<file path="config.mk">
export PLATFORM = sky130hd
export DESIGN_NAME = pointer_report_event_generator_flat
export DESIGN_NICKNAME = d
export VERILOG_FILES = /design/src/hw/rtl/preg_pkg.sv /design/src/hw/rtl/preg_in_if.sv /design/src/hw/rtl/preg_out_if.sv /design/src/hw/rtl/preg_div.sv /design/src/hw/rtl/pointer_report_event_generator.sv /design/src/flat_wrapper.sv
export VERILOG_INCLUDE_DIRS = /design/src /design/src/hw/rtl
export SDC_FILE = /design/constraint.sdc
export NUM_CORES = 1
export LEC_CHECK = 0
export ABC_AREA = 0
export ABC_CLOCK_PERIOD_IN_PS = 22300
export BUFFER_PORTS_ARGS = -buffer_cell sky130_fd_sc_hd__buf_2
export CAP_MARGIN = 20
export CORE_MARGIN = 3
export CORE_UTILIZATION = 55
export CTS_CLUSTER_DIAMETER = 80
export DETAILED_ROUTE_END_ITERATION = 16
export PLACE_DENSITY = 0.72
export SLEW_MARGIN = 20
export SYNTH_ARGS = -nofsm -noshare
export SYNTH_HDL_FRONTEND = slang
export SYNTH_SLANG_ARGS = --single-unit
</file>
<file path="constraint.sdc">
create_clock -name clk -period 22.3 [get_ports clk]
set_clock_uncertainty 0.1 [all_clocks]
set_input_delay 4.46 -clock clk [delete_from_list [all_inputs] [get_ports clk]]
set_output_delay 4.46 -clock clk [all_outputs]
set_load 0.01 [all_outputs]
</file>
<file path="src/hw/rtl/assert_macros.svh">
// assertion macros shared by the rtl modules
`ifndef ASSERT_MACROS_SVH
`define ASSERT_MACROS_SVH

// same-cycle implication, checked on every clk edge outside reset
`define ASSERT_IMPL(lbl, ante, cons, msg) \
  lbl: assert property (@(posedge clk) disable iff (!rst_n) (ante) |-> (cons)) \
    else $error(msg);

// next-cycle implication, checked on every clk edge outside reset
`define ASSERT_NEXT(lbl, ante, cons, msg) \
  lbl: assert property (@(posedge clk) disable iff (!rst_n) (ante) |=> (cons)) \
    else $error(msg);

`endif

</file>
<file path="src/hw/rtl/preg_pkg.sv">
// shared types and constants of the pointer report event generator
`default_nettype none

package preg_pkg;

  localparam int POS_BITS   = 12;
  localparam int BOUND_W    = POS_BITS + 1;
  localparam int MAX_BOUND  = 1 << POS_BITS;
  localparam int CFG_W      = 13;
  localparam int CFG_IDX_W  = 1;
  localparam int COORD_W    = 17;
  localparam int DIV_W      = 16;
  // |coord| <= 2^16 times (bound - 1) stays below 2^(16 + POS_BITS)
  localparam int PROD_W     = 16 + POS_BITS;
  localparam int DIV_STEPS  = (PROD_W + 1) / 2;
  localparam int DIVD_W     = 2 * DIV_STEPS;
  localparam int QUOT_W     = DIVD_W + 1;
  localparam int CNT_W      = $clog2(DIV_STEPS);
  localparam int DEF_SPAN   = 2047;

  localparam int WIDTH_RST  = 80;
  localparam int HEIGHT_RST = 25;
  localparam int PTR_X_RST  = 40;
  localparam int PTR_Y_RST  = 12;

  localparam logic [CFG_IDX_W-1:0] REG_SCREEN_WIDTH  = 1'b0;
  localparam logic [CFG_IDX_W-1:0] REG_SCREEN_HEIGHT = 1'b1;

  typedef enum logic [2:0] {
    OP_REL, OP_ABS, OP_SCALED, OP_SET_USB, OP_SET_I2C, OP_REMOVE, OP_QUERY
  } op_t;

  typedef enum logic [1:0] {
    DEV_PS2, DEV_USB_MOUSE, DEV_USB_PAD, DEV_I2C_PAD
  } dev_t;

  typedef enum logic [2:0] {
    EV_MOVE, EV_BTN_DOWN, EV_BTN_UP, EV_SCROLL, EV_STATUS
  } ev_kind_t;

  typedef enum logic [2:0] {
    ST_IDLE, ST_CLAMP, ST_DIV_X, ST_DIV_Y, ST_APPLY, ST_EMIT
  } state_t;

  typedef struct packed {
    logic busy;
    logic done;
  } div_stat_t;

endpackage

`default_nettype wire

</file>
<file path="src/hw/rtl/preg_in_if.sv">
// input channel: pointer reports and control operations
`default_nettype none

interface preg_in_if;
  logic               valid;
  logic               ready;
  logic [2:0]         opcode;
  logic [1:0]         source_device;
  logic signed [16:0] coord_x;
  logic signed [16:0] coord_y;
  logic signed [16:0] raw_span_x;
  logic signed [16:0] raw_span_y;
  logic [7:0]         button_bits;
  logic signed [7:0]  wheel_step;
  logic               flag_value;

  modport source (
    output valid, opcode, source_device, coord_x, coord_y, raw_span_x, raw_span_y,
           button_bits, wheel_step, flag_value,
    input  ready
  );
  modport sink (
    input  valid, opcode, source_device, coord_x, coord_y, raw_span_x, raw_span_y,
           button_bits, wheel_step, flag_value,
    output ready
  );
endinterface

`default_nettype wire

</file>
<file path="src/hw/rtl/preg_out_if.sv">
// result channel: pointer events and status
`default_nettype none

interface preg_out_if import preg_pkg::*; ();
  logic                valid;
  logic                ready;
  logic [2:0]          event_kind;
  logic [1:0]          event_device;
  logic [POS_BITS-1:0] pos_x;
  logic [POS_BITS-1:0] pos_y;
  logic signed [15:0]  delta_x;
  logic signed [15:0]  delta_y;
  logic signed [7:0]   scroll;
  logic [1:0]          button_index;
  logic [2:0]          button_state;
  logic                last_of_run;

  modport source (
    output valid, event_kind, event_device, pos_x, pos_y, delta_x, delta_y, scroll,
           button_index, button_state, last_of_run,
    input  ready
  );
  modport sink (
    input  valid, event_kind, event_device, pos_x, pos_y, delta_x, delta_y, scroll,
           button_index, button_state, last_of_run,
    output ready
  );
endinterface

`default_nettype wire

</file>
<file path="src/hw/rtl/preg_div.sv">
// scaling unit: coord * scale / span, signed, truncating, two quotient bits a cycle
`default_nettype none
`include "assert_macros.svh"

module preg_div import preg_pkg::*; (
  input  logic                      clk,
  input  logic                      rst_n,
  input  logic                      start,
  input  logic signed [COORD_W-1:0] coord,
  input  logic [POS_BITS-1:0]       scale,
  input  logic signed [COORD_W-1:0] span,
  output div_stat_t                 stat,
  output logic signed [QUOT_W-1:0]  quot
);

  logic [DIVD_W-1:0] q_r, q_nxt;
  logic [DIV_W-1:0]  rem_r, rem_nxt;
  logic [DIV_W-1:0]  dvs_r, dvs_nxt;
  logic              neg_r, neg_nxt;
  logic [CNT_W-1:0]  cnt_r, cnt_nxt;
  logic              busy_r, busy_nxt;
  logic              done_r, done_nxt;

  logic [COORD_W-1:0] coord_mag;
  logic [DIV_W-1:0]   divs;
  logic [DIVD_W-1:0]  prod;
  logic [DIV_W:0]     rs1, rs2;
  logic               ge1, ge2;
  logic [DIV_W-1:0]   rm1, rm2;

  assign coord_mag = coord[COORD_W-1] ? COORD_W'(-coord) : COORD_W'(coord);
  // a span of zero or less means the default full scale
  assign divs = (span[COORD_W-1] || span == '0) ? DIV_W'(DEF_SPAN) : span[DIV_W-1:0];
  assign prod = {{(DIVD_W-COORD_W){1'b0}}, coord_mag}
              * {{(DIVD_W-POS_BITS){1'b0}}, scale};

  // two restoring steps per cycle
  assign rs1 = {rem_r, q_r[DIVD_W-1]};
  assign ge1 = rs1 >= {1'b0, dvs_r};
  assign rm1 = ge1 ? DIV_W'(rs1 - {1'b0, dvs_r}) : rs1[DIV_W-1:0];
  assign rs2 = {rm1, q_r[DIVD_W-2]};
  assign ge2 = rs2 >= {1'b0, dvs_r};
  assign rm2 = ge2 ? DIV_W'(rs2 - {1'b0, dvs_r}) : rs2[DIV_W-1:0];

  always_comb begin
    q_nxt    = q_r;
    rem_nxt  = rem_r;
    dvs_nxt  = dvs_r;
    neg_nxt  = neg_r;
    cnt_nxt  = cnt_r;
    busy_nxt = busy_r;
    done_nxt = 1'b0;
    if (busy_r) begin
      q_nxt   = {q_r[DIVD_W-3:0], ge1, ge2};
      rem_nxt = rm2;
      cnt_nxt = cnt_r + 1'b1;
      if (cnt_r == CNT_W'(DIV_STEPS - 1)) begin
        busy_nxt = 1'b0;
        done_nxt = 1'b1;
      end
    end else if (start) begin
      q_nxt    = prod;
      rem_nxt  = '0;
      dvs_nxt  = divs;
      neg_nxt  = coord[COORD_W-1];
      cnt_nxt  = '0;
      busy_nxt = 1'b1;
    end
  end

  always_ff @(posedge clk) begin
    if (!rst_n) begin
      busy_r <= 1'b0;
      done_r <= 1'b0;
      cnt_r  <= '0;
    end else begin
      busy_r <= busy_nxt;
      done_r <= done_nxt;
      cnt_r  <= cnt_nxt;
    end
  end

  always_ff @(posedge clk) begin
    q_r   <= q_nxt;
    rem_r <= rem_nxt;
    dvs_r <= dvs_nxt;
    neg_r <= neg_nxt;
  end

  assign stat.busy = busy_r;
  assign stat.done = done_r;
  assign quot = neg_r ? -$signed({1'b0, q_r}) : $signed({1'b0, q_r});

  `ASSERT_NEXT(a_done_pulse, done_r, !done_r, "div done held longer than one cycle")
  `ASSERT_NEXT(a_start_runs, start && !busy_r, busy_r, "div start did not begin a run")
  `ASSERT_NEXT(a_run_ends, busy_r && cnt_r == CNT_W'(DIV_STEPS - 1), done_r && !busy_r,
               "div run did not finish on its last step")

endmodule

`default_nettype wire

</file>
<file path="src/hw/rtl/pointer_report_event_generator.sv">
// Pointer report event generator. Each input beat is a report (relative, absolute or
// scaled absolute) or a control operation (set usb flag, set i2c flag, remove device,
// query). A report clamps and updates the pointer, then sends a move beat (not for a zero
// relative step or an unchanged absolute position), one beat per changed button and a
// scroll beat for a nonzero wheel, with last_of_run on the final one; a ps2 report is
// dropped while a usb or i2c source is on. A query sends one status beat; the other
// operations send nothing. The block takes one item at a time; scaled reports go through
// the shared divider, which resolves 2 quotient bits a cycle for x and then y. A stalled
// receiver adds its wait to every beat; the result register lets the next item enter while
// the last beat still waits. Bounds are written on the cfg port (index 0 width, 1 height);
// a zero write is ignored.
`default_nettype none
`include "assert_macros.svh"

module pointer_report_event_generator import preg_pkg::*; (
  input  logic                 clk,
  input  logic                 rst_n,
  preg_in_if.sink              in_ch,
  preg_out_if.source           out_ch,
  input  logic                 cfg_wr_en,
  input  logic [CFG_IDX_W-1:0] cfg_index,
  input  logic [CFG_W-1:0]     cfg_wr_data
);

  localparam int EVB_MOVE   = 0;
  localparam int EVB_BTN    = 1;
  localparam int EVB_SCROLL = 4;
  localparam int EVB_STATUS = 5;
  localparam int EV_N       = 6;

  // control state
  state_t              state_r, state_nxt;
  logic [CFG_W-1:0]    wid_r, wid_nxt;
  logic [CFG_W-1:0]    hgt_r, hgt_nxt;
  logic [POS_BITS-1:0] ptr_x_r, ptr_x_nxt;
  logic [POS_BITS-1:0] ptr_y_r, ptr_y_nxt;
  logic [2:0]          btn_r, btn_nxt;
  logic                usb_r, usb_nxt;
  logic                i2c_r, i2c_nxt;
  logic [1:0]          act_r, act_nxt;
  logic [EV_N-1:0]     pend_r, pend_nxt;
  logic                ov_r, ov_nxt;

  // item payload
  logic [2:0]                op_r, op_nxt;
  logic [1:0]                dev_r, dev_nxt;
  logic signed [COORD_W-1:0] cx_r, cx_nxt;
  logic signed [COORD_W-1:0] cy_r, cy_nxt;
  logic signed [COORD_W-1:0] spx_r, spx_nxt;
  logic signed [COORD_W-1:0] spy_r, spy_nxt;
  logic [2:0]                ibtn_r, ibtn_nxt;
  logic signed [7:0]         wheel_r, wheel_nxt;
  logic                      flag_r, flag_nxt;
  logic signed [15:0]        dx_r, dx_nxt;
  logic signed [15:0]        dy_r, dy_nxt;

  // result register
  logic [2:0]          okind_r, okind_nxt;
  logic [1:0]          odev_r, odev_nxt;
  logic [POS_BITS-1:0] opx_r, opx_nxt;
  logic [POS_BITS-1:0] opy_r, opy_nxt;
  logic signed [15:0]  odx_r, odx_nxt;
  logic signed [15:0]  ody_r, ody_nxt;
  logic signed [7:0]   oscr_r, oscr_nxt;
  logic [1:0]          obidx_r, obidx_nxt;
  logic [2:0]          obst_r, obst_nxt;
  logic                olast_r, olast_nxt;

  logic [BOUND_W-1:0]        w_bnd, h_bnd;
  logic [POS_BITS-1:0]       scale_x, scale_y;
  logic                      div_start;
  logic signed [COORD_W-1:0] div_coord, div_span;
  logic [POS_BITS-1:0]       div_scale;
  div_stat_t                 div_stat;
  logic signed [QUOT_W-1:0]  div_quot;

  logic                      out_free;
  logic                      usb_rm, i2c_rm;
  logic                      rel;
  logic signed [QUOT_W-1:0]  sum_x, sum_y;
  logic [POS_BITS-1:0]       nx, ny;
  logic signed [POS_BITS:0]  adx, ady;
  logic                      mv;
  logic [EV_N-1:0]           sel, rest;

  function automatic logic [POS_BITS-1:0] clamp_pos(input logic signed [QUOT_W-1:0] v,
                                                    input logic [BOUND_W-1:0] bnd);
    logic signed [QUOT_W-1:0] lim;
    lim = $signed(QUOT_W'(bnd));
    if (v < 0) begin
      clamp_pos = '0;
    end else if (v >= lim) begin
      clamp_pos = POS_BITS'(bnd - 1'b1);
    end else begin
      clamp_pos = v[POS_BITS-1:0];
    end
  endfunction

  function automatic logic [1:0] pick_active(input logic usb, input logic i2c);
    if (usb) begin
      pick_active = DEV_USB_MOUSE;
    end else if (i2c) begin
      pick_active = DEV_I2C_PAD;
    end else begin
      pick_active = DEV_PS2;
    end
  endfunction

  assign w_bnd   = (int'(wid_r) > MAX_BOUND) ? BOUND_W'(MAX_BOUND) : BOUND_W'(wid_r);
  assign h_bnd   = (int'(hgt_r) > MAX_BOUND) ? BOUND_W'(MAX_BOUND) : BOUND_W'(hgt_r);
  assign scale_x = (w_bnd > BOUND_W'(1)) ? POS_BITS'(w_bnd - 1'b1) : POS_BITS'(1);
  assign scale_y = (h_bnd > BOUND_W'(1)) ? POS_BITS'(h_bnd - 1'b1) : POS_BITS'(1);

  // x goes to the divider from the clamp cycle, y when x comes back
  assign div_coord = (state_r == ST_CLAMP) ? cx_r : cy_r;
  assign div_span  = (state_r == ST_CLAMP) ? spx_r : spy_r;
  assign div_scale = (state_r == ST_CLAMP) ? scale_x : scale_y;

  preg_div u_div (
    .clk   (clk),
    .rst_n (rst_n),
    .start (div_start),
    .coord (div_coord),
    .scale (div_scale),
    .span  (div_span),
    .stat  (div_stat),
    .quot  (div_quot)
  );

  assign out_free = !ov_r || out_ch.ready;
  assign usb_rm   = (dev_r == DEV_USB_MOUSE || dev_r == DEV_USB_PAD) ? 1'b0 : usb_r;
  assign i2c_rm   = (dev_r == DEV_I2C_PAD) ? 1'b0 : i2c_r;
  assign rel      = (op_r == OP_REL);
  assign sum_x    = $signed(QUOT_W'(ptr_x_r)) + QUOT_W'(cx_r);
  assign sum_y    = $signed(QUOT_W'(ptr_y_r)) + QUOT_W'(cy_r);
  assign nx       = rel ? clamp_pos(sum_x, w_bnd) : clamp_pos(QUOT_W'(cx_r), w_bnd);
  assign ny       = rel ? clamp_pos(sum_y, h_bnd) : clamp_pos(QUOT_W'(cy_r), h_bnd);
  assign adx      = $signed({1'b0, nx}) - $signed({1'b0, ptr_x_r});
  assign ady      = $signed({1'b0, ny}) - $signed({1'b0, ptr_y_r});
  assign mv       = rel ? (cx_r != '0 || cy_r != '0) : (nx != ptr_x_r || ny != ptr_y_r);
  // lowest pending event goes out first
  assign sel      = pend_r & (-pend_r);
  assign rest     = pend_r & ~sel;

  always_comb begin
    state_nxt = state_r;
    wid_nxt   = wid_r;
    hgt_nxt   = hgt_r;
    ptr_x_nxt = ptr_x_r;
    ptr_y_nxt = ptr_y_r;
    btn_nxt   = btn_r;
    usb_nxt   = usb_r;
    i2c_nxt   = i2c_r;
    act_nxt   = act_r;
    pend_nxt  = pend_r;
    ov_nxt    = ov_r;
    op_nxt    = op_r;
    dev_nxt   = dev_r;
    cx_nxt    = cx_r;
    cy_nxt    = cy_r;
    spx_nxt   = spx_r;
    spy_nxt   = spy_r;
    ibtn_nxt  = ibtn_r;
    wheel_nxt = wheel_r;
    flag_nxt  = flag_r;
    dx_nxt    = dx_r;
    dy_nxt    = dy_r;
    okind_nxt = okind_r;
    odev_nxt  = odev_r;
    opx_nxt   = opx_r;
    opy_nxt   = opy_r;
    odx_nxt   = odx_r;
    ody_nxt   = ody_r;
    oscr_nxt  = oscr_r;
    obidx_nxt = obidx_r;
    obst_nxt  = obst_r;
    olast_nxt = olast_r;
    div_start = 1'b0;
    in_ch.ready = 1'b0;

    if (cfg_wr_en && cfg_wr_data != '0) begin
      unique case (cfg_index)
        REG_SCREEN_WIDTH:  wid_nxt = cfg_wr_data;
        REG_SCREEN_HEIGHT: hgt_nxt = cfg_wr_data;
        default:           wid_nxt = wid_r;
      endcase
    end

    if (ov_r && out_ch.ready) begin
      ov_nxt = 1'b0;
    end

    unique case (state_r)
      ST_IDLE: begin
        in_ch.ready = 1'b1;
        if (in_ch.valid) begin
          op_nxt    = in_ch.opcode;
          dev_nxt   = in_ch.source_device;
          cx_nxt    = in_ch.coord_x;
          cy_nxt    = in_ch.coord_y;
          spx_nxt   = in_ch.raw_span_x;
          spy_nxt   = in_ch.raw_span_y;
          ibtn_nxt  = in_ch.button_bits[2:0];
          wheel_nxt = in_ch.wheel_step;
          flag_nxt  = in_ch.flag_value;
          state_nxt = ST_CLAMP;
        end
      end
      ST_CLAMP: begin
        ptr_x_nxt = clamp_pos(QUOT_W'(ptr_x_r), w_bnd);
        ptr_y_nxt = clamp_pos(QUOT_W'(ptr_y_r), h_bnd);
        state_nxt = ST_IDLE;
        case (op_r)
          OP_REL, OP_ABS: state_nxt = ST_APPLY;
          OP_SCALED: begin
            div_start = 1'b1;
            state_nxt = ST_DIV_X;
          end
          OP_SET_USB: begin
            usb_nxt = flag_r;
            act_nxt = pick_active(flag_r, i2c_r);
          end
          OP_SET_I2C: begin
            i2c_nxt = flag_r;
            act_nxt = pick_active(usb_r, flag_r);
          end
          OP_REMOVE: begin
            usb_nxt = usb_rm;
            i2c_nxt = i2c_rm;
            if (act_r == dev_r) begin
              act_nxt = pick_active(usb_rm, i2c_rm);
              btn_nxt = '0;
            end
          end
          OP_QUERY: begin
            pend_nxt  = EV_N'(1) << EVB_STATUS;
            state_nxt = ST_EMIT;
          end
          default: state_nxt = ST_IDLE;
        endcase
      end
      ST_DIV_X: begin
        if (div_stat.done) begin
          cx_nxt    = COORD_W'(clamp_pos(div_quot, w_bnd));
          div_start = 1'b1;
          state_nxt = ST_DIV_Y;
        end
      end
      ST_DIV_Y: begin
        if (div_stat.done) begin
          cy_nxt    = COORD_W'(clamp_pos(div_quot, h_bnd));
          state_nxt = ST_APPLY;
        end
      end
      ST_APPLY: begin
        if (dev_r == DEV_PS2 && (usb_r || i2c_r)) begin
          // lower-priority source: drop the report
          state_nxt = ST_IDLE;
        end else begin
          if (dev_r == DEV_USB_MOUSE || dev_r == DEV_USB_PAD) begin
            usb_nxt = 1'b1;
            act_nxt = dev_r;
          end else if (dev_r == DEV_I2C_PAD) begin
            i2c_nxt = 1'b1;
            if (!usb_r) begin
              act_nxt = DEV_I2C_PAD;
            end
          end else begin
            act_nxt = DEV_PS2;
          end
          ptr_x_nxt = nx;
          ptr_y_nxt = ny;
          btn_nxt   = ibtn_r;
          dx_nxt    = rel ? cx_r[15:0] : 16'(adx);
          dy_nxt    = rel ? cy_r[15:0] : 16'(ady);
          pend_nxt  = {1'b0, wheel_r != '0, btn_r ^ ibtn_r, mv};
          state_nxt = ({wheel_r != '0, btn_r ^ ibtn_r, mv} != '0) ? ST_EMIT : ST_IDLE;
        end
      end
      ST_EMIT: begin
        if (out_free) begin
          ov_nxt    = 1'b1;
          odev_nxt  = sel[EVB_STATUS] ? act_r : dev_r;
          opx_nxt   = ptr_x_r;
          opy_nxt   = ptr_y_r;
          obst_nxt  = btn_r;
          odx_nxt   = sel[EVB_MOVE] ? dx_r : '0;
          ody_nxt   = sel[EVB_MOVE] ? dy_r : '0;
          oscr_nxt  = sel[EVB_SCROLL] ? wheel_r : '0;
          obidx_nxt = sel[EVB_BTN + 1] ? 2'd1 : (sel[EVB_BTN + 2] ? 2'd2 : 2'd0);
          if (sel[EVB_MOVE]) begin
            okind_nxt = EV_MOVE;
          end else if (sel[EVB_SCROLL]) begin
            okind_nxt = EV_SCROLL;
          end else if (sel[EVB_STATUS]) begin
            okind_nxt = EV_STATUS;
          end else if ((sel[EVB_BTN+2:EVB_BTN] & btn_r) != '0) begin
            okind_nxt = EV_BTN_DOWN;
          end else begin
            okind_nxt = EV_BTN_UP;
          end
          olast_nxt = (rest == '0);
          pend_nxt  = rest;
          if (rest == '0) begin
            state_nxt = ST_IDLE;
          end
        end
      end
      default: state_nxt = ST_IDLE;
    endcase
  end

  always_ff @(posedge clk) begin
    if (!rst_n) begin
      state_r <= ST_IDLE;
      wid_r   <= CFG_W'(WIDTH_RST);
      hgt_r   <= CFG_W'(HEIGHT_RST);
      ptr_x_r <= POS_BITS'(PTR_X_RST);
      ptr_y_r <= POS_BITS'(PTR_Y_RST);
      btn_r   <= '0;
      usb_r   <= 1'b0;
      i2c_r   <= 1'b0;
      act_r   <= DEV_PS2;
      pend_r  <= '0;
      ov_r    <= 1'b0;
    end else begin
      state_r <= state_nxt;
      wid_r   <= wid_nxt;
      hgt_r   <= hgt_nxt;
      ptr_x_r <= ptr_x_nxt;
      ptr_y_r <= ptr_y_nxt;
      btn_r   <= btn_nxt;
      usb_r   <= usb_nxt;
      i2c_r   <= i2c_nxt;
      act_r   <= act_nxt;
      pend_r  <= pend_nxt;
      ov_r    <= ov_nxt;
    end
  end

  always_ff @(posedge clk) begin
    op_r    <= op_nxt;
    dev_r   <= dev_nxt;
    cx_r    <= cx_nxt;
    cy_r    <= cy_nxt;
    spx_r   <= spx_nxt;
    spy_r   <= spy_nxt;
    ibtn_r  <= ibtn_nxt;
    wheel_r <= wheel_nxt;
    flag_r  <= flag_nxt;
    dx_r    <= dx_nxt;
    dy_r    <= dy_nxt;
    okind_r <= okind_nxt;
    odev_r  <= odev_nxt;
    opx_r   <= opx_nxt;
    opy_r   <= opy_nxt;
    odx_r   <= odx_nxt;
    ody_r   <= ody_nxt;
    oscr_r  <= oscr_nxt;
    obidx_r <= obidx_nxt;
    obst_r  <= obst_nxt;
    olast_r <= olast_nxt;
  end

  assign out_ch.valid        = ov_r;
  assign out_ch.event_kind   = okind_r;
  assign out_ch.event_device = odev_r;
  assign out_ch.pos_x        = opx_r;
  assign out_ch.pos_y        = opy_r;
  assign out_ch.delta_x      = odx_r;
  assign out_ch.delta_y      = ody_r;
  assign out_ch.scroll       = oscr_r;
  assign out_ch.button_index = obidx_r;
  assign out_ch.button_state = obst_r;
  assign out_ch.last_of_run  = olast_r;

  `ASSERT_IMPL(a_idle_no_pend, state_r == ST_IDLE, pend_r == '0, "events left pending in idle")
  `ASSERT_IMPL(a_run_stays_emit, ov_r && !olast_r, state_r == ST_EMIT,
               "left the emit state in the middle of a run")
  `ASSERT_IMPL(a_div_start_free, div_start, !div_stat.busy, "divider started while busy")

endmodule

`default_nettype wire

</file>
<file path="src/flat_wrapper.sv">
// flat-port wrapper written by rule: the top's interface ports become plain ports
module pointer_report_event_generator_flat import preg_pkg::*;
  (clk, rst_n, cfg_wr_en, cfg_index, cfg_wr_data, in_ch_valid, in_ch_opcode, in_ch_source_device, in_ch_coord_x, in_ch_coord_y, in_ch_raw_span_x, in_ch_raw_span_y, in_ch_button_bits, in_ch_wheel_step, in_ch_flag_value, in_ch_ready, out_ch_valid, out_ch_event_kind, out_ch_event_device, out_ch_pos_x, out_ch_pos_y, out_ch_delta_x, out_ch_delta_y, out_ch_scroll, out_ch_button_index, out_ch_button_state, out_ch_last_of_run, out_ch_ready);
  preg_in_if in_ch_i ();
  preg_out_if out_ch_i ();
  input  logic clk;
  input  logic rst_n;
  input  logic cfg_wr_en;
  input  logic [CFG_IDX_W-1:0] cfg_index;
  input  logic [CFG_W-1:0] cfg_wr_data;
  input wire logic [$bits(in_ch_i.valid)-1:0] in_ch_valid;
  input wire logic [$bits(in_ch_i.opcode)-1:0] in_ch_opcode;
  input wire logic [$bits(in_ch_i.source_device)-1:0] in_ch_source_device;
  input wire logic [$bits(in_ch_i.coord_x)-1:0] in_ch_coord_x;
  input wire logic [$bits(in_ch_i.coord_y)-1:0] in_ch_coord_y;
  input wire logic [$bits(in_ch_i.raw_span_x)-1:0] in_ch_raw_span_x;
  input wire logic [$bits(in_ch_i.raw_span_y)-1:0] in_ch_raw_span_y;
  input wire logic [$bits(in_ch_i.button_bits)-1:0] in_ch_button_bits;
  input wire logic [$bits(in_ch_i.wheel_step)-1:0] in_ch_wheel_step;
  input wire logic [$bits(in_ch_i.flag_value)-1:0] in_ch_flag_value;
  output wire logic [$bits(in_ch_i.ready)-1:0] in_ch_ready;
  output wire logic [$bits(out_ch_i.valid)-1:0] out_ch_valid;
  output wire logic [$bits(out_ch_i.event_kind)-1:0] out_ch_event_kind;
  output wire logic [$bits(out_ch_i.event_device)-1:0] out_ch_event_device;
  output wire logic [$bits(out_ch_i.pos_x)-1:0] out_ch_pos_x;
  output wire logic [$bits(out_ch_i.pos_y)-1:0] out_ch_pos_y;
  output wire logic [$bits(out_ch_i.delta_x)-1:0] out_ch_delta_x;
  output wire logic [$bits(out_ch_i.delta_y)-1:0] out_ch_delta_y;
  output wire logic [$bits(out_ch_i.scroll)-1:0] out_ch_scroll;
  output wire logic [$bits(out_ch_i.button_index)-1:0] out_ch_button_index;
  output wire logic [$bits(out_ch_i.button_state)-1:0] out_ch_button_state;
  output wire logic [$bits(out_ch_i.last_of_run)-1:0] out_ch_last_of_run;
  input wire logic [$bits(out_ch_i.ready)-1:0] out_ch_ready;
  assign in_ch_i.valid = in_ch_valid;
  assign in_ch_i.opcode = in_ch_opcode;
  assign in_ch_i.source_device = in_ch_source_device;
  assign in_ch_i.coord_x = in_ch_coord_x;
  assign in_ch_i.coord_y = in_ch_coord_y;
  assign in_ch_i.raw_span_x = in_ch_raw_span_x;
  assign in_ch_i.raw_span_y = in_ch_raw_span_y;
  assign in_ch_i.button_bits = in_ch_button_bits;
  assign in_ch_i.wheel_step = in_ch_wheel_step;
  assign in_ch_i.flag_value = in_ch_flag_value;
  assign in_ch_ready = in_ch_i.ready;
  assign out_ch_valid = out_ch_i.valid;
  assign out_ch_event_kind = out_ch_i.event_kind;
  assign out_ch_event_device = out_ch_i.event_device;
  assign out_ch_pos_x = out_ch_i.pos_x;
  assign out_ch_pos_y = out_ch_i.pos_y;
  assign out_ch_delta_x = out_ch_i.delta_x;
  assign out_ch_delta_y = out_ch_i.delta_y;
  assign out_ch_scroll = out_ch_i.scroll;
  assign out_ch_button_index = out_ch_i.button_index;
  assign out_ch_button_state = out_ch_i.button_state;
  assign out_ch_last_of_run = out_ch_i.last_of_run;
  assign out_ch_i.ready = out_ch_ready;
  pointer_report_event_generator u_core (.clk(clk), .rst_n(rst_n), .in_ch(in_ch_i), .out_ch(out_ch_i), .cfg_wr_en(cfg_wr_en), .cfg_index(cfg_index), .cfg_wr_data(cfg_wr_data));
endmodule
</file>
==> flow_summary.ini, run 1 <==
[sta]
clock.fmax_mhz = 107
slew_violations = 0
fin_crit_sh_pct = 41.9
holdWs_ns = 0.420
slew_headroom_pct = 27.4
period_minus_slack_ns = 9.35
rsz0062_at_grt = no
finalSetupTns_ns = 0
tightest_slew_ns = 1.09
setup_viol = 0
hold_viol_final = 0

[yosys]
ys.warnings.count = 0
syn-num-nets = 3740
synth_compound_area_share_pct = 16.1
synth_top_family_by_area = adder cells
ys_async_sr_fraction_pct = 0
synth_top_area_share_pct = 26.1
syn-cell-area_sq_um = 29100
yosysTopAreaCell = edfxtp_1
synth-edff-count = 253
synth_cell_types = 82
ys_ff_latch = 326
synthXorXnorAreaFrac_pct = 3.80
synth.area.top_cells = edfxtp_1 26%, ha_1 11%, fa_1 11%, dfxtp_1 5.0%, nand2_1 4.8%
yosys.area_share.simple_pct = 18.3
synthFlopType = edfxtp_1
syn_area_per_cell_sq_um = 9.02
synth_fa_ha_area_share_pct = 21.7
synth_mux_area_share_pct = 3.05
synthCells = 3220
ys_seq_area_share_pct = 31.2

[clock_network]
cts_sinks = 326
cts.path.max_buffers = 3
clockRootBuffer = clkbuf_16
cts_tree = yes
holdBufCountCts = 0
cts_resized = 0
post_cts_buffers = 0
path_clk_slew_ns = 0.07
clk_latency_ns = 0.57
h-tree-depth = 2
numCtsBuffers = 39

[die]
coreArea_sq_um = 51800
io_pins = 186
row_count = 83
fp.dieH_um = 236
initial_core_util_pct = 56.1
die_width_um = 236
dieArea_sq_um = 55600

[placement]
hpwl_mm = 71.4
placed_area_sq_um = 30800
port_buffers = 180
gp_congestion = 0.972

[critical_path]
cp_top_family = adder cells
crit_path_frequent_cell = fa_1
worst-path-buf-inv = 4
end_kind = flip-flop
max_stage_delay_ns = 0.92
cp.arrival_ns = 9.57
cpMaxStageDelayCell = o22ai_2
path_max_fanout = 17
crit_required_ns = 22.51
start_kind = flip-flop
path_class = flip-flop to flip-flop

[power_and_ir_drop]
vdd_drop_max_mv = 0.329
power_switching_w = 0.00226
power_frac_clock_pct = 13.7
cellPowerDensity_nw_per_um2 = 147
power_frac_comb_pct = 66.4
total_power_w = 0.00473
cellInternalPower_w = 0.00247
swShare_pct = 47.9
p_leak_nw = 13.6
p_seq_share_pct = 20.0

[global_route]
grt_pass1_wl_mm = 145
grt_max_degree = 78
antenna_found_initial = 0
grt_use_total_pct = 33.3
grt_pass1_vias = 25200
overflow = 0

[drt]
drc = 0
antenna_left = 0
routed_wl_mm = 95.1
first_pass_iters = 6
viasPerCell = 6.39
dr.first_iter.drc_count = 2638
vias = 26000
wl_per_cell_um = 23.4

[finish]
layout-drive-gt1-share_pct = 10.9
antenna_cells = 0
design_area_sq_um = 32100
area_growth_pct = 10.5
final_common_cell = nand2_1
most-common-layout-cells = 370 x nand2_1, 301 x inv_1, 256 x ha_1
layout.nets = 3874

[worst_hold_path]
hp-class = flip-flop to flip-flop

[flow_run]
maxCapViolCount = 0

[run_status]
outcome = finished clean
-- cell usage after synthesis, types with 75 or more instances --
master	n
nor3_1	75
nand2_1	370
xnor2_1	86
nand3_1	79
nor2_1	212
edfxtp_1	253
fa_1	155
inv_1	303
and2_1	97
o21ai_0	174
a21oi_1	167
clkbuf_1	132
ha_1	256
-- power by group through the flow --
stage | clock, W | sequential, W | combinational (W)
finish | 0.000646 | 0.000945 | 0.00314
global placement | 0 | 0.000951 | 0.00299
CTS | 0.000655 | 0.000941 | 0.00311
global route | 0.000679 | 0.000948 | 0.00353
floorplan | 0 | 0.000900 | 0.00228
detailed placement | 0 | 0.000953 | 0.00309
-- worst paths after layout --
| kind | start | endpoint | slack (ns) | cells after the start |
|---|---|---|---|---|
| worst max-delay path | u_core.wid_r[12] | u_core.u_div.q_r[27] | 12.95 | 26 |
| worst max register to register | u_core.wid_r[12] | u_core.u_div.q_r[27] | 12.95 | 26 |
| worst min-delay path | u_core.pend_r[5] | u_core.pend_r[5] | 0.42 | 2 |
| worst min register to register | u_core.pend_r[5] | u_core.pend_r[5] | 0.42 | 2 |
-- area by class of cell --
class / instances / area [sq um]
Fill cell: 4403 / 19700
Multi-Input combinational cell: 2445 / 18400
Sequential cell: 326 / 9060
Timing Repair Buffer: 236 / 1330
Inverter: 306 / 1150
Clock buffer: 41 / 983
Tap cell: 680 / 851
Clock inverter: 26 / 295
-- stage by stage --
stage	utilization (%)	setup WS (ns)	cells
floorplan	-	14.04	3220
global placement	59.4	13.08	3991
detailed placement	59.4	13.17	3991
CTS	61.9	13.13	4058
global route	62.0	12.48	4060
finish	62.0	12.95	4060
-- worst min-delay path, delay by kind of cell (launching register included) --
kind               cells  cell delay, ns
AOI/OAI and AO/OA      1            0.06
DFF                    1            0.34
and+or+nand+nor        1            0.07
-- sequential cells by signal, indices dropped and copies added (netlist names), 17 cells and up --
name and cells:
u_core.cy_r 17, u_core.spy_r 17, u_core.cx_r 17, u_core.spx_r 17, u_core.u_div.q_r 28
-- cell families after synthesis --
group,Yosys count
AO/OA/AOI/OAI,720
flip-flops,326
adder cells (fa/ha/maj),412
AND/OR/NAND/NOR,1101
multiplexers,86
buffers and inverters,449
XOR/XNOR,126
-- per-layer routing --
metal / wire length (um) / global-route usage [%]
met2: 44500 / 54.5
met3: 7930 / 5.04
met5: 0 / 0
met4: 4090 / 13.5
met1: 38500 / 44.3
Power figures use the tool's default switching activity.
==> run 2, diff against run 1 <==
Settings changed: ABC_AREA 0 to 1, ABC_CLOCK_PERIOD_IN_PS 22300 to 8200, PLACE_DENSITY 0.72 to 0.75.
Clock period 22.3 ns to 8.2 ns, I/O delays scaled along.
==> run 2 against run 1 <==
Register-to-register slack worse by 13 ns. Die area is 1.6% higher. Non-clock buffer count is 24 higher. First-iteration DRC count is 12% higher. Cell count is 17% higher. Sequential share of layout area is 0.59 points lower. Via count is 3.4% higher. Largest cell class unchanged.
==> flow_summary.ini, run 2 <==
[finish]
final_common_cell = nand2_1
most-common-layout-cells = 953 x nand2_1, 605 x inv_1, 305 x nor2_1
top_register = u_core.u_div.q_r
largest_reg_flops = 28
layout-drive-gt1-share_pct = 10.2
fillers = 4724
area_growth_pct = 11.0
layout.nets = 4548

[yosys]
ys_async_sr_fraction_pct = 0
yosysMostFrequentCell = nand2_1
yosys.area_share.simple_pct = 23.5
synthCells = 3818
synth-edff-count = 253
syn_area_per_cell_sq_um = 7.74
ys_ff_latch = 326
synthXorXnorAreaFrac_pct = 3.78
synth_cell_types = 63
ys.warnings.count = 0
synth_fa_ha_area_share_pct = 21.3
synth_top_family_by_area = simple AND/OR/NAND/NOR gates
synth_common_cells = 955 x nand2_1, 608 x inv_1, 308 x nor2_1
synth_compound_area_share_pct = 10.7
synth_mux_area_share_pct = 0.614
synthFlopType = edfxtp_1
ys_seq_area_share_pct = 30.7
syn-num-nets = 4338
syn-cell-area_sq_um = 29500
synth_top_area_share_pct = 25.7
synth.area.top_cells = edfxtp_1 26%, nand2_1 12%, ha_1 11%, fa_1 11%, inv_1 7.7%
yosysTopAreaCell = edfxtp_1

[global_route]
grt_util_met3_pct = 6.15
grt_pass1_wl_mm = 136
grt_pass1_vias = 25000
overflow = 0
use_met2_pct = 46.3
busiest_layer = met2
grt_max_degree = 76
grt_use_total_pct = 30.6
grtUsageMet1_pct = 43.7
antenna_found_initial = 0

[sta]
hold_viol_final = 0
setup_viol = 0
slew_headroom_pct = 27.2
period_minus_slack_ns = 7.84
clock.fmax_mhz = 128
finalSetupTns_ns = 0
slew_violations = 0
tightest_slew_ns = 1.09
final.setup.worst_slack_ns = 0.357
rsz0062_at_grt = no
fin_crit_sh_pct = 95.6

[worst_hold_path]
hp-class = flip-flop to flip-flop
whs_path_depth = 2

[clock_network]
clockRootBuffer = clkbuf_16
h-tree-depth = 2
numCtsBuffers = 38
path_clk_slew_ns = 0.06
cts.path.max_buffers = 3
cts_tree = yes
cts_sinks = 326
clk_latency_ns = 0.57

[critical_path]
crit_required_ns = 8.38
cpMaxStageDelayCell = fa_1
path_max_fanout = 11
r2r_cells = 34
path_class = flip-flop to flip-flop
crit_path_frequent_cell = inv_1
cp.arrival_ns = 8.03
end_kind = flip-flop
start_kind = flip-flop
max_stage_delay_ns = 0.58
cp_top_family = adder cells
worst-path-buf-inv = 10
critical_path_depth = 34

[die]
io_pins = 186
fp.dieH_um = 238
row_count = 84
coreArea_sq_um = 52900
dieArea_sq_um = 56500
die_width_um = 238
initial_core_util_pct = 55.9

[placement]
hpwl_mm = 68.7
pre_cts_ws_ns = 0.349
port_buffers = 180
gp_congestion = 1.03

[drt]
wl_per_cell_um = 18.3
viasPerCell = 5.65
drc = 0
vias = 26800
first_pass_iters = 6
routed_wl_mm = 87.0
antenna_left = 0
dr.first_iter.drc_count = 2955

[flow_run]
maxCapViolCount = 0

[run_status]
outcome = finished clean
-- run 2: cell count changes after synthesis, moves of 40 or more --
| cell | previous run | this run |
|---|---|---|
| nand2_1 | 370 | 955 |
| nor2_1 | 212 | 308 |
| inv_1 | 303 | 608 |
| a21oi_1 | 167 | 245 |
| nor3_1 | 75 | 24 |
| nand3_1 | 79 | 231 |
| xnor2_1 | 86 | 38 |
| clkbuf_1 | 132 | 45 |
| mux2i_1 | 65 | 17 |
| and2_1 | 97 | 3 |
| nor2b_1 | 40 | 0 |
| xor2_1 | 40 | 84 |
-- run 2: what timing repair did --
action                     in CTS  in global routing
hold endpoints to repair        0                  0
resized for setup               0                  9
setup buffers                   0                  5
hold buffers                    0                  0
setup endpoints to repair       0                  5
-- run 2: worst register-to-register path, delay by kind of cell, from the launching register on --
family,cells,cell delay (ns)
AOI/OAI and AO/OA,5,1.03
xor gates and xnor gates,1,0.19
adders and majority gates,7,3.13
buffers and inverters,10,1.05
DFF,1,0.56
and+or+nand+nor,11,1.51
-- run 2: logic make-up (layout without fill, tap and decap cells) --
kind of cell / count (synthesis) / after routing
muxes: 18 / 18
adders and majority gates: 411 / 411
xor gates and xnor gates: 125 / 125
buffers and inverters: 725 / 965
other: 0 / 1
and+or+nand+nor: 1657 / 1657
DFF: 326 / 326
AOI/OAI and AO/OA: 556 / 556
-- run 2: layer usage --
metal,routed length (um),up-vias
met5,0,-
met1,36800,12400
met2,37100,1318
met4,3440,0
li1,-,12900
met3,9670,209
-- run 2: path summary, 6_finish.rpt --
kind	end	start	slack, ns
worst max-delay path	u_core.u_div.q_r[25]	u_core.cx_r[0]	0.36
worst min-delay path	u_core.pend_r[2]	u_core.pend_r[2]	0.37
worst max register to register	u_core.u_div.q_r[25]	u_core.cx_r[0]	0.36
worst min register to register	u_core.pend_r[2]	u_core.pend_r[2]	0.37
-- run 2: stage by stage --
stage	hold WS, ns	std cells	util [%]	area, sq um
after detailed placement	0.359	4670	59.5	31500
after floorplan	0.341	3818	-	29500
after global routing	0.403	4746	62.0	32800
after global placement	0.351	4670	59.5	31500
final	0.372	4747	62.0	32800
after CTS	0.369	4740	61.8	32700
-- run 2: area by class of cell --
type                    count  area, sq um  area share [%]
diodes                      1         2.50         0.00763
multi-input cells        2767        17700            54.1
inverters                 635         2390            7.29
repair buffers            260         1520            4.64
clock buffers              47         1010            3.10
clock inverters            23          204           0.622
well taps                 688          861            2.63
flip-flops and latches    326         9060            27.6
Power of run 2 is left out: the tool's default activity adds up to more than one toggle a clock period on the data nets, which glitch-free logic cannot reach.
